==> src/design/line_rasterizer_assert.svh <==
// assertion macros shared by the line rasterizer modules
`ifndef LINE_RASTERIZER_ASSERT_SVH
`define LINE_RASTERIZER_ASSERT_SVH

`ifndef ASSERT_OFF
`define LR_ASSERT_IMP(label, clk, rst_n, ante, cons) \
	label: assert property (@(posedge clk) disable iff (!rst_n) (ante) |-> (cons)) \
		else $error("line rasterizer check failed");
`define LR_ASSERT_NXT(label, clk, rst_n, ante, cons) \
	label: assert property (@(posedge clk) disable iff (!rst_n) (ante) |=> (cons)) \
		else $error("line rasterizer check failed");
`else
`define LR_ASSERT_IMP(label, clk, rst_n, ante, cons)
`define LR_ASSERT_NXT(label, clk, rst_n, ante, cons)
`endif

`endif

==> src/design/lr_pkg.sv <==
// shared types, constants and helpers of the line rasterizer
package lr_pkg;

	localparam int CANVAS_WIDTH  = 64;
	localparam int CANVAS_HEIGHT = 32;

	localparam int XW         = 6;
	localparam int YW         = 5;
	localparam int CHAR_W     = 8;
	localparam int COLOR_W    = 3;
	localparam int CFG_IDX_W  = 8;
	localparam int CFG_DATA_W = 8;

	// error term holds values between minus dy and dx
	localparam int DIM_W = (XW > YW) ? XW : YW;
	localparam int ERR_W = DIM_W + 2;

	localparam logic [CFG_IDX_W-1:0] REG_BRUSH_CHAR  = CFG_IDX_W'(0);
	localparam logic [CFG_IDX_W-1:0] REG_COLOR_INDEX = CFG_IDX_W'(1);

	localparam logic [CHAR_W-1:0]  BRUSH_RESET = CHAR_W'(35);
	localparam logic [COLOR_W-1:0] COLOR_RESET = COLOR_W'(0);

	typedef struct packed {
		logic [XW-1:0] start_x;
		logic [YW-1:0] start_y;
		logic [XW-1:0] end_x;
		logic [YW-1:0] end_y;
	} line_req_t;

	typedef struct packed {
		logic [XW-1:0]      cell_x;
		logic [YW-1:0]      cell_y;
		logic [CHAR_W-1:0]  cell_char;
		logic [COLOR_W-1:0] cell_color;
		logic               is_last;
	} cell_out_t;

	typedef enum logic {
		ST_IDLE,
		ST_WALK
	} lr_state_t;

	typedef struct packed {
		logic load;
		logic step;
	} lr_cmd_t;

	typedef struct packed {
		logic last;
	} lr_status_t;

	function automatic logic [XW-1:0] clamp_x(input logic [XW-1:0] v);
		return (int'(v) >= CANVAS_WIDTH) ? XW'(CANVAS_WIDTH - 1) : v;
	endfunction

	function automatic logic [YW-1:0] clamp_y(input logic [YW-1:0] v);
		return (int'(v) >= CANVAS_HEIGHT) ? YW'(CANVAS_HEIGHT - 1) : v;
	endfunction

endpackage

==> src/design/lr_ctrl.sv <==
// controller state machine of the line rasterizer
`include "line_rasterizer_assert.svh"

module lr_ctrl
	import lr_pkg::*;
(
	input  logic       clk,
	input  logic       arst_n,
	input  logic       start,
	input  lr_status_t status,
	output lr_cmd_t    cmd,
	output logic       busy
);

	lr_state_t state_q;
	lr_state_t state_d;

	always_ff @(posedge clk or negedge arst_n) begin
		if (!arst_n) begin
			state_q <= ST_IDLE;
		end else begin
			state_q <= state_d;
		end
	end

	always_comb begin
		state_d = state_q;
		case (state_q)
			ST_IDLE: begin
				if (start) begin
					state_d = ST_WALK;
				end
			end
			ST_WALK: begin
				if (status.last) begin
					state_d = ST_IDLE;
				end
			end
			default: state_d = ST_IDLE;
		endcase
	end

	always_comb begin
		cmd  = '0;
		busy = 1'b0;
		case (state_q)
			ST_IDLE: begin
				cmd.load = start;
			end
			ST_WALK: begin
				cmd.step = 1'b1;
				busy     = 1'b1;
			end
			default: begin
				cmd  = '0;
				busy = 1'b0;
			end
		endcase
	end

	`LR_ASSERT_NXT(a_walk_ends, clk, arst_n, state_q == ST_WALK && status.last, state_q == ST_IDLE)
	`LR_ASSERT_NXT(a_walk_holds, clk, arst_n, state_q == ST_WALK && !status.last, state_q == ST_WALK)
	`LR_ASSERT_NXT(a_load_walks, clk, arst_n, cmd.load, busy && cmd.step)

endmodule

==> src/design/lr_datapath.sv <==
// coordinate registers, error term and result register of the line walk
`include "line_rasterizer_assert.svh"

module lr_datapath
	import lr_pkg::*;
(
	input  logic               clk,
	input  logic               arst_n,
	input  lr_cmd_t            cmd,
	input  line_req_t          req,
	input  logic [CHAR_W-1:0]  brush_char,
	input  logic [COLOR_W-1:0] color_index,
	output lr_status_t         status,
	output cell_out_t          result,
	output logic               result_valid
);

	logic [XW-1:0]          x_q, xe_q, dx_q;
	logic [YW-1:0]          y_q, ye_q, dy_q;
	logic                   sx_neg_q, sy_neg_q;
	logic signed [ERR_W-1:0] err_q;
	logic [CHAR_W-1:0]      char_q;
	logic [COLOR_W-1:0]     color_q;
	cell_out_t              cell_q;
	logic                   strobe_q;

	logic [XW-1:0]          x0, xe0, dx0;
	logic [YW-1:0]          y0, ye0, dy0;
	logic signed [ERR_W:0]  dxe, dye, dx0e, dy0e, e2, err_d;
	logic                   move_x, move_y, last;

	always_comb begin
		x0  = clamp_x(req.start_x);
		y0  = clamp_y(req.start_y);
		xe0 = clamp_x(req.end_x);
		ye0 = clamp_y(req.end_y);
		dx0 = (x0 > xe0) ? x0 - xe0 : xe0 - x0;
		dy0 = (y0 > ye0) ? y0 - ye0 : ye0 - y0;
		dx0e = $signed({{(ERR_W + 1 - XW){1'b0}}, dx0});
		dy0e = $signed({{(ERR_W + 1 - YW){1'b0}}, dy0});
	end

	always_comb begin
		dxe    = $signed({{(ERR_W + 1 - XW){1'b0}}, dx_q});
		dye    = $signed({{(ERR_W + 1 - YW){1'b0}}, dy_q});
		e2     = $signed({err_q, 1'b0});
		move_x = e2 > -dye;
		move_y = e2 < dxe;
		err_d  = $signed({err_q[ERR_W-1], err_q}) - (move_x ? dye : '0) + (move_y ? dxe : '0);
		last   = (x_q == xe_q) && (y_q == ye_q);
	end

	assign status.last = last;

	always_ff @(posedge clk) begin
		if (cmd.load) begin
			x_q      <= x0;
			y_q      <= y0;
			xe_q     <= xe0;
			ye_q     <= ye0;
			dx_q     <= dx0;
			dy_q     <= dy0;
			sx_neg_q <= !(x0 < xe0);
			sy_neg_q <= !(y0 < ye0);
			err_q    <= $signed(ERR_W'(dx0e - dy0e));
			char_q   <= brush_char;
			color_q  <= color_index;
		end else if (cmd.step && !last) begin
			err_q <= $signed(err_d[ERR_W-1:0]);
			if (move_x) begin
				x_q <= sx_neg_q ? x_q - XW'(1) : x_q + XW'(1);
			end
			if (move_y) begin
				y_q <= sy_neg_q ? y_q - YW'(1) : y_q + YW'(1);
			end
		end
	end

	// result register: one beat per walk step
	always_ff @(posedge clk) begin
		if (cmd.step) begin
			cell_q.cell_x     <= x_q;
			cell_q.cell_y     <= y_q;
			cell_q.cell_char  <= char_q;
			cell_q.cell_color <= color_q;
			cell_q.is_last    <= last;
		end
	end

	always_ff @(posedge clk or negedge arst_n) begin
		if (!arst_n) begin
			strobe_q <= 1'b0;
		end else begin
			strobe_q <= cmd.step;
		end
	end

	assign result       = cell_q;
	assign result_valid = strobe_q;

	`LR_ASSERT_NXT(a_gap_after_last, clk, arst_n, strobe_q && cell_q.is_last, !strobe_q)
	`LR_ASSERT_NXT(a_walk_moves, clk, arst_n, cmd.step && !last, x_q != $past(x_q) || y_q != $past(y_q))
	`LR_ASSERT_IMP(a_x_in_canvas, clk, arst_n, strobe_q, int'(cell_q.cell_x) < CANVAS_WIDTH)

endmodule

==> src/design/line_rasterizer.sv <==
// line rasterizer top level: configuration registers, controller and datapath
//
// A request is a packed start and end cell on req, accepted at a rising edge
// with start high and busy low. The block then walks the Bresenham path and
// puts one cell per cycle on result, marked by result_valid for exactly one
// cycle; the end cell carries is_last. A line of n = max(|dx|,|dy|)+1 cells
// (1 to 64) keeps busy high while it is walked; the first cell passes the
// walk state register and then the result register before it is shown, and
// the last cell shows in the cycle busy falls. A new request may be accepted
// in the cycle the last cell shows. The walk loop advances one cell per
// clock.
// The receiver cannot stall: each beat is taken in the cycle it is shown.
// Configuration: cfg_valid/cfg_ready with cfg_index and cfg_data; index 0 is
// the brush character, index 1 the palette index, other indices are ignored.
// cfg_ready is always high; write only while no line is in progress. Brush
// and color are sampled when a request is accepted.
// Reset (arst_n low) returns the walker to idle, drops result_valid, and sets
// the brush character to 35 and the palette index to 0.

module line_rasterizer
	import lr_pkg::*;
(
	input  logic                  clk,
	input  logic                  arst_n,
	input  logic                  start,
	output logic                  busy,
	input  line_req_t             req,
	output logic                  result_valid,
	output cell_out_t             result,
	input  logic                  cfg_valid,
	output logic                  cfg_ready,
	input  logic [CFG_IDX_W-1:0]  cfg_index,
	input  logic [CFG_DATA_W-1:0] cfg_data
);

	logic [CHAR_W-1:0]  brush_q;
	logic [COLOR_W-1:0] color_q;
	lr_cmd_t            cmd;
	lr_status_t         status;

	assign cfg_ready = 1'b1;

	always_ff @(posedge clk or negedge arst_n) begin
		if (!arst_n) begin
			brush_q <= BRUSH_RESET;
			color_q <= COLOR_RESET;
		end else if (cfg_valid && cfg_ready) begin
			case (cfg_index)
				REG_BRUSH_CHAR:  brush_q <= cfg_data[CHAR_W-1:0];
				REG_COLOR_INDEX: color_q <= cfg_data[COLOR_W-1:0];
				default: ;
			endcase
		end
	end

	lr_ctrl u_ctrl (
		.clk    (clk),
		.arst_n (arst_n),
		.start  (start),
		.status (status),
		.cmd    (cmd),
		.busy   (busy)
	);

	lr_datapath u_datapath (
		.clk          (clk),
		.arst_n       (arst_n),
		.cmd          (cmd),
		.req          (req),
		.brush_char   (brush_q),
		.color_index  (color_q),
		.status       (status),
		.result       (result),
		.result_valid (result_valid)
	);

endmodule
==> config.mk <==
export PLATFORM = sky130hd
export DESIGN_NAME = line_rasterizer
export DESIGN_NICKNAME = d
export VERILOG_FILES = /design/src/design/lr_pkg.sv /design/src/design/lr_ctrl.sv /design/src/design/lr_datapath.sv /design/src/design/line_rasterizer.sv
export VERILOG_INCLUDE_DIRS = /design/src /design/src/design
export SDC_FILE = /design/constraint.sdc
export NUM_CORES = 1
export LEC_CHECK = 0
export BUFFER_PORTS_ARGS = -buffer_cell sky130_fd_sc_hd__buf_2
export CORE_ASPECT_RATIO = 2
export CORE_MARGIN = 2
export CORE_UTILIZATION = 63
export CTS_CLUSTER_DIAMETER = 30
export CTS_CLUSTER_SIZE = 8
export DETAILED_ROUTE_END_ITERATION = 6
export PLACE_DENSITY = 0.86
export SYNTH_ARGS = -nofsm -noshare
export SYNTH_HDL_FRONTEND = slang
export SYNTH_SLANG_ARGS = --single-unit
==> constraint.sdc <==
create_clock -name clk -period 11.97 [get_ports clk]
set_input_delay 0 -clock clk [delete_from_list [all_inputs] [get_ports clk]]
set_output_delay 0 -clock clk [all_outputs]
set_load 0.005 [all_outputs]
Word level (Yosys, flattened, before mapping)
Cells that the tools add are included.
{"block": "word_totals", "reg_bits": 90, "out_inout_bits": 26, "elab_cells": 74, "inputBits": 42}
{"block": "op_classes", "n_mux": 19, "n_lt_le_gt_ge": 6, "n_reduce_logical": 13, "n_eq_ne": 3, "n_bitwise": 1, "addsub": 12}
{"op": "$mux W6", "n": 6}
{"op": "$mux W5", "n": 6}
{"op": "$mux W8", "n": 2}
{"op": "$sub A6 B6 Y6", "n": 2}
{"op": "$sub A5 B5 Y5", "n": 2}
{"op": "$gt A9 B9 Y1", "n": 1}
{"op": "$lt A9 B7 Y1", "n": 1}
{"op": "$neg A5 Y9", "n": 1}
{"op": "$add A8 B8 Y8", "n": 1}
{"op": "$eq A8 B1 Y1 const B", "n": 1}
{"op": "$logic_not A8 Y1", "n": 1}
{"op": "$reduce_and A2 Y1", "n": 4}
{"op": "$sub A8 B5 Y8", "n": 1}
{"op": "$sub A6 B5 Y7", "n": 1}
{"op": "$add A6 B1 Y6 const B", "n": 1}
{"op": "$eq A6 B6 Y1", "n": 1}
{"op": "$gt A6 B6 Y1", "n": 1}
{"op": "$lt A6 B6 Y1", "n": 1}
{"op": "$reduce_bool A2 Y1", "n": 3}
{"op": "$sub A6 B1 Y6 const B", "n": 1}
{"op": "$add A5 B1 Y5 const B", "n": 1}
{"op": "$eq A5 B5 Y1", "n": 1}
{"op": "$gt A5 B5 Y1", "n": 1}
{"op": "$lt A5 B5 Y1", "n": 1}
{"op": "6 further kinds", "n": 12}

Longest topological paths before layout
{"block": "depth", "word_depth": 7, "ltp_mapped": 22, "ltp_nobuf": 22}

By module
A second synthesis with hierarchy kept.
{"block": "hier_totals", "hier_cells": 464, "hier_area_um2": 5526.6}
{"module": "lr_datapath", "area_each_um2": 4997.3, "cells_each": 430, "n_inst": 1}
{"module": "line_rasterizer", "area_each_um2": 481.7, "cells_each": 29, "n_inst": 1}
{"module": "lr_ctrl", "area_each_um2": 47.5, "cells_each": 5, "n_inst": 1}

Least setup slack after synthesis
No wires, ideal clock.
{"block": "synth_path", "path_type": "register to register", "startpoint": "reg u_datapath.dy_q[0]", "endpoint": "reg u_datapath.err_q[7] (data pin)", "period_less_slack_ns": 4.402, "path_stages_with_launch": 21, "n_path_buf": 0, "setup_slack_ns": 7.568, "arrival_ns": 4.140, "path_cell_list": "edfxtp_1 -> inv_1 -> ha_1 -> and2_1 -> ha_1 -> inv_1 -> ha_1 -> nand2_1 -> or4_1 -> a31o_2 -> and2_1 -> fa_1 -> inv_1 -> ha_1 -> a21o_1 -> a211oi_1 -> o21bai_1 -> a21o_1 -> a21oi_1 -> xnor2_1 -> o21ai_0"}
{"block": "synth_between", "elab_chain_len": 7}
{"element": "start, declared", "line_no": "lr_datapath.sv:19", "rtl": "logic [YW-1:0] y_q, ye_q, dy_q;"}
{"element": "start signal, assigned", "line_no": "lr_datapath.sv:62", "rtl": "dy_q <= dy0;"}
{"element": "$neg A5 Y9", "line_no": "lr_datapath.sv:47", "rtl": "move_x = e2 > -dye;"}
{"element": "$gt A9 B9 Y1", "line_no": "lr_datapath.sv:47"}
{"element": "$mux W5 *", "line_no": "lr_datapath.sv:49", "rtl": "err_d = $signed({err_q[ERR_W-1], err_q}) - (move_x ? dye : '0) + (move_y ? dxe : '0);"}
{"element": "$sub A8 B5 Y8 *", "line_no": "lr_datapath.sv:49"}
{"element": "$add A8 B8 Y8 *", "line_no": "lr_datapath.sv:49"}
{"element": "$mux W8 *", "line_no": "lr_datapath.sv:68", "rtl": "end else if (cmd.step && !last) begin"}
{"element": "$mux W8 *", "line_no": "lr_datapath.sv:56", "rtl": "if (cmd.load) begin"}
{"element": "end signal, assigned", "line_no": "lr_datapath.sv:65", "rtl": "err_q <= $signed(ERR_W'(dx0e - dy0e));"}
{"element": "end signal, assigned", "line_no": "lr_datapath.sv:69", "rtl": "err_q <= $signed(err_d[ERR_W-1:0]);"}
{"element": "end, declared", "line_no": "lr_datapath.sv:21", "rtl": "logic signed [ERR_W-1:0] err_q;"}
Every way passes the cells marked *; elsewhere a longest branch is shown, timed or not. The select of a mux whose other input is x is not followed.
A chain may end at the register's enable or synchronous reset.

Worst setup path after layout
Ends and elaborated chain as after synthesis.

==> results.txt <==
R2r endpoint - u_datapath.err_q[7]
Worst Setup End Kind - flop
Clock Skew - 10.4 ps
Initial antenna violation count - 0
Row count - 47
Syn nets - 567
Vias per inst - 5.74
Initial Util - 0.650
Routed WL - 12700 um
Post-route cell area - 6340 um2
Gpl congestion - 0.891
Root Buffer - clkbuf_16
Delay-heaviest family, CP - adder cells
Sequential Power Share - 0.351
Worst Hold Path Cells - 3
LEAKAGE - 2.91 nW
Width of the die - 69.4 um
Final Cycle Share - 0.392
Sw power - 0.591 mW
Outcome - finished clean
Worst-Skew Late Latency - 350 ps
H-tree Lvls - 3
Dominant synthesized flop cell - edfxtp_1
Yosys cell types - 44
Iteration-0 DRC Markers - 179
Congestion Overflow GR - 0
Max VDD drop - 0.139 mV
CP Launch Point - u_datapath.dy_q[0]
Pwr dens - 243 nW/um2
Synth area leaders - edfxtp_1, ha_1, inv_1
Worst-Margin Slew - 949 ps
Top-level port count - 68
Cells after Synth - 456
WP data arrival - 4760 ps
Final Hold Viols - 0
Min cycle time layout - 4690 ps
Vias in the first global route - 4071
Area grow syn2layout - 17.7%
NumNets Final - 661
Total GRT Usage - 0.281
RSZ-0062 raised after global routing - no
Final Power - 1.54 mW
Setup TNS - 0 ps
Clk network pwr share - 0.184
Hold/Removal Path Class - in2reg
Worst reg-to-reg path cell count - 20
WHS Endpoint - u_datapath.y_q[2]
Crit-path max cell delay - 560 ps
Max-cap violations - 0
Critical Path RT - 12040 ps
Port Buffers - 66
R2r setup slk - 7280 ps
Fmax - 0.213 GHz
CP Class - reg2reg
Synth Cell Area - 5390 um2
CP startpoint kind - flop
Register area share after synthesis - 0.490
Buf/Inv on CP - 3
Fill cells - 488
Core Region - 8290 um2
Antenna cells - 0
DR DRC count - 0
Reg-to-reg startpoint - u_datapath.dy_q[0]
Fraction of layout cells with a size suffix above 1 - 0.193
Maximum fanout along the worst path - 6
Num CTS Buffers - 9
Critical-path cell list - inv_1 -> ha_1 -> and2_1 -> ha_1 -> inv_1 -> ha_1 -> nand2_1 -> or4_1 -> a31o_2 -> and2_1 -> fa_1 -> inv_1 -> ha_1 -> a21o_1 -> a211oi_1 -> o21bai_1 -> a21o_1 -> a21oi_1 -> xnor2_1 -> o21ai_0
Final Max Slew Viols - 0
Slowest cell on the critical path - fa_1
Wirelength per Cell - 19.5 um
Vias after detailed routing - 3746
First-pass GRT wire length - 19700 um
Die height - 135 um
First drt pass iteration count - 5
CTS Buffer Depth - 2
Avg Inst Size Synth - 11.8 um2
Largest net degree at the start of global routing - 50
Cell Area, Placed - 5820 um2
Switching share of power - 0.383
Footprint of the multi-input gates - 2440 um2
Clock Sinks - 90
Combinational share of power - 0.465
Final core occ - 0.765
DIE AREA - 9350 um2
Slew HR - 0.367
Area share of the largest cell type after synthesis - 0.429
Yosys warns - 0
Seq. cell area - 2640 um2
Post-synth EDFFs - 77
Hold path startpoint - req[13]
Worst-path clk slew - 70 ps
Post_cts resized - 0
# setup viols final - 0
Final ANT Viol Nets - 0
HPWL Detailed - 8890 um
Internal Dissipation - 0.952 mW
Async set-reset flop share out of synthesis - 0.144
Cell accounting for the most synthesized area - edfxtp_1
TritonCTS clock tree - built
Most used cell, CP - ha_1
Yosys reg bits - 90
==> area by class of cell <==
cell class | instances | share of cell area
Clock buffer | 9 | 0.0355
Clock inverter | 7 | 0.0136
Inverter | 71 | 0.0420
Multi-Input combinational cell | 289 | 0.385
Sequential cell | 90 | 0.416
Tap cell | 98 | 0.0193
Timing Repair Buffer | 89 | 0.0876
==> stage by stage <==
| step | hold WS, ps | instances | setup slack (ps) |
|---|---|---|---|
| 2_1_floorplan | -296 | 456 | 7570 |
| 3_3_place_gp | -105 | 616 | 7390 |
| 3_5_place_dp | -100 | 616 | 7290 |
| 4_1_cts | 18.9 | 653 | 7260 |
| 5_1_grt | 22.3 | 653 | 6940 |
| 6_report | 25.4 | 653 | 7280 |
==> routing by layer <==
metal  up-vias  share of wire  track usage
li1       1760              -            -
met1      1810           0.31        0.241
met2       124           0.57        0.547
met3        52          0.040       0.0478
met4         0          0.072        0.217
met5         -              0            0
==> state kept, by name, indices dropped and copies added (netlist names) <==
name	cells
u_datapath.err_q	8
u_datapath.ye_q	5
u_datapath.result_valid	1
color_q	3
u_datapath.y_q	5
u_datapath.dx_q	6
u_datapath.result	23
u_datapath.x_q	6
u_datapath.char_q	8
brush_q	8
u_datapath.xe_q	6
u_datapath.color_q	3
u_datapath.sy_neg_q	1
u_datapath.dy_q	5
u_ctrl.state_q	1
u_datapath.sx_neg_q	1
==> cells in the final DEF, fill, tap and decap left out, types with 9 or more instances in the layout <==
cell / synthesis / final
clkbuf_16: 0 / 9
fa_1: 12 / 12
ha_1: 57 / 57
edfxtp_1: 77 / 77
buf_2: 0 / 66
mux2_2: 14 / 14
xnor2_1: 29 / 29
nor2_1: 18 / 18
dlygate4sd3_1: 0 / 21
inv_1: 70 / 70
o21ai_0: 14 / 14
dfrtp_1: 10 / 10
a21oi_1: 30 / 30
xor2_1: 13 / 13
nand2_1: 19 / 19
a21o_1: 13 / 13
==> cell usage after synthesis, types with 3 or more instances <==
cell type   n
edfxtp_1   77
inv_1      70
ha_1       57
a21oi_1    30
xnor2_1    29
nand2_1    19
nor2_1     18
mux2_2     14
o21ai_0    14
a21o_1     13
xor2_1     13
fa_1       12
dfrtp_1    10
and2_1      8
mux2i_1     6
nand2b_1    5
nor2b_1     5
clkbuf_1    4
nand3_1     4
o21a_1      4
o21bai_1    4
a211oi_1    3
dfstp_2     3
nand4_1     3
nor3_1      3
nor3b_1     3
==> power by group through the flow <==
stage | logic, mW | clock network [mW] | registers, mW
after floorplan | 0.507 | 0 | 0.534
after global placement | 0.662 | 0 | 0.543
after detailed placement | 0.692 | 0 | 0.546
after CTS | 0.715 | 0.283 | 0.540
after global routing | 0.801 | 0.298 | 0.548
final | 0.718 | 0.284 | 0.541
==> timing repair <==
action,CTS,global route
hold endpoints to repair,36,0
hold buffers,21,0
setup buffers,0,0
==> cell families (layout without fill, tap and decap cells) <==
group	count (synthesis)	count (layout)	synth area share
AND/OR/NAND/NOR	78	78	0.0739
multiplexers	20	20	0.0404
flip-flops	90	90	0.490
other	1	1	0.000696
XOR/XNOR	42	42	0.0683
AO/OA/AOI/OAI	79	79	0.0936
buffers and inverters	77	176	0.0557
adder cells (fa/ha/maj)	69	69	0.177
==> worst min-delay path, stage by stage <==
cell	delay [ps]
buf_2	90
inv_1	50
a21oi_1	110
==> worst max path at each step <==
stage / to / slack [ps] / depth (start not counted)
after global placement: u_datapath.err_q[7] / 7390 / 20
after detailed placement: u_datapath.err_q[7] / 7290 / 20
after floorplan: u_datapath.err_q[7] / 7570 / 20
after CTS: u_datapath.err_q[7] / 7260 / 17
after global routing: u_datapath.err_q[7] / 6940 / 17
final: u_datapath.err_q[7] / 7280 / 20
Power figures use the tool's default switching activity.
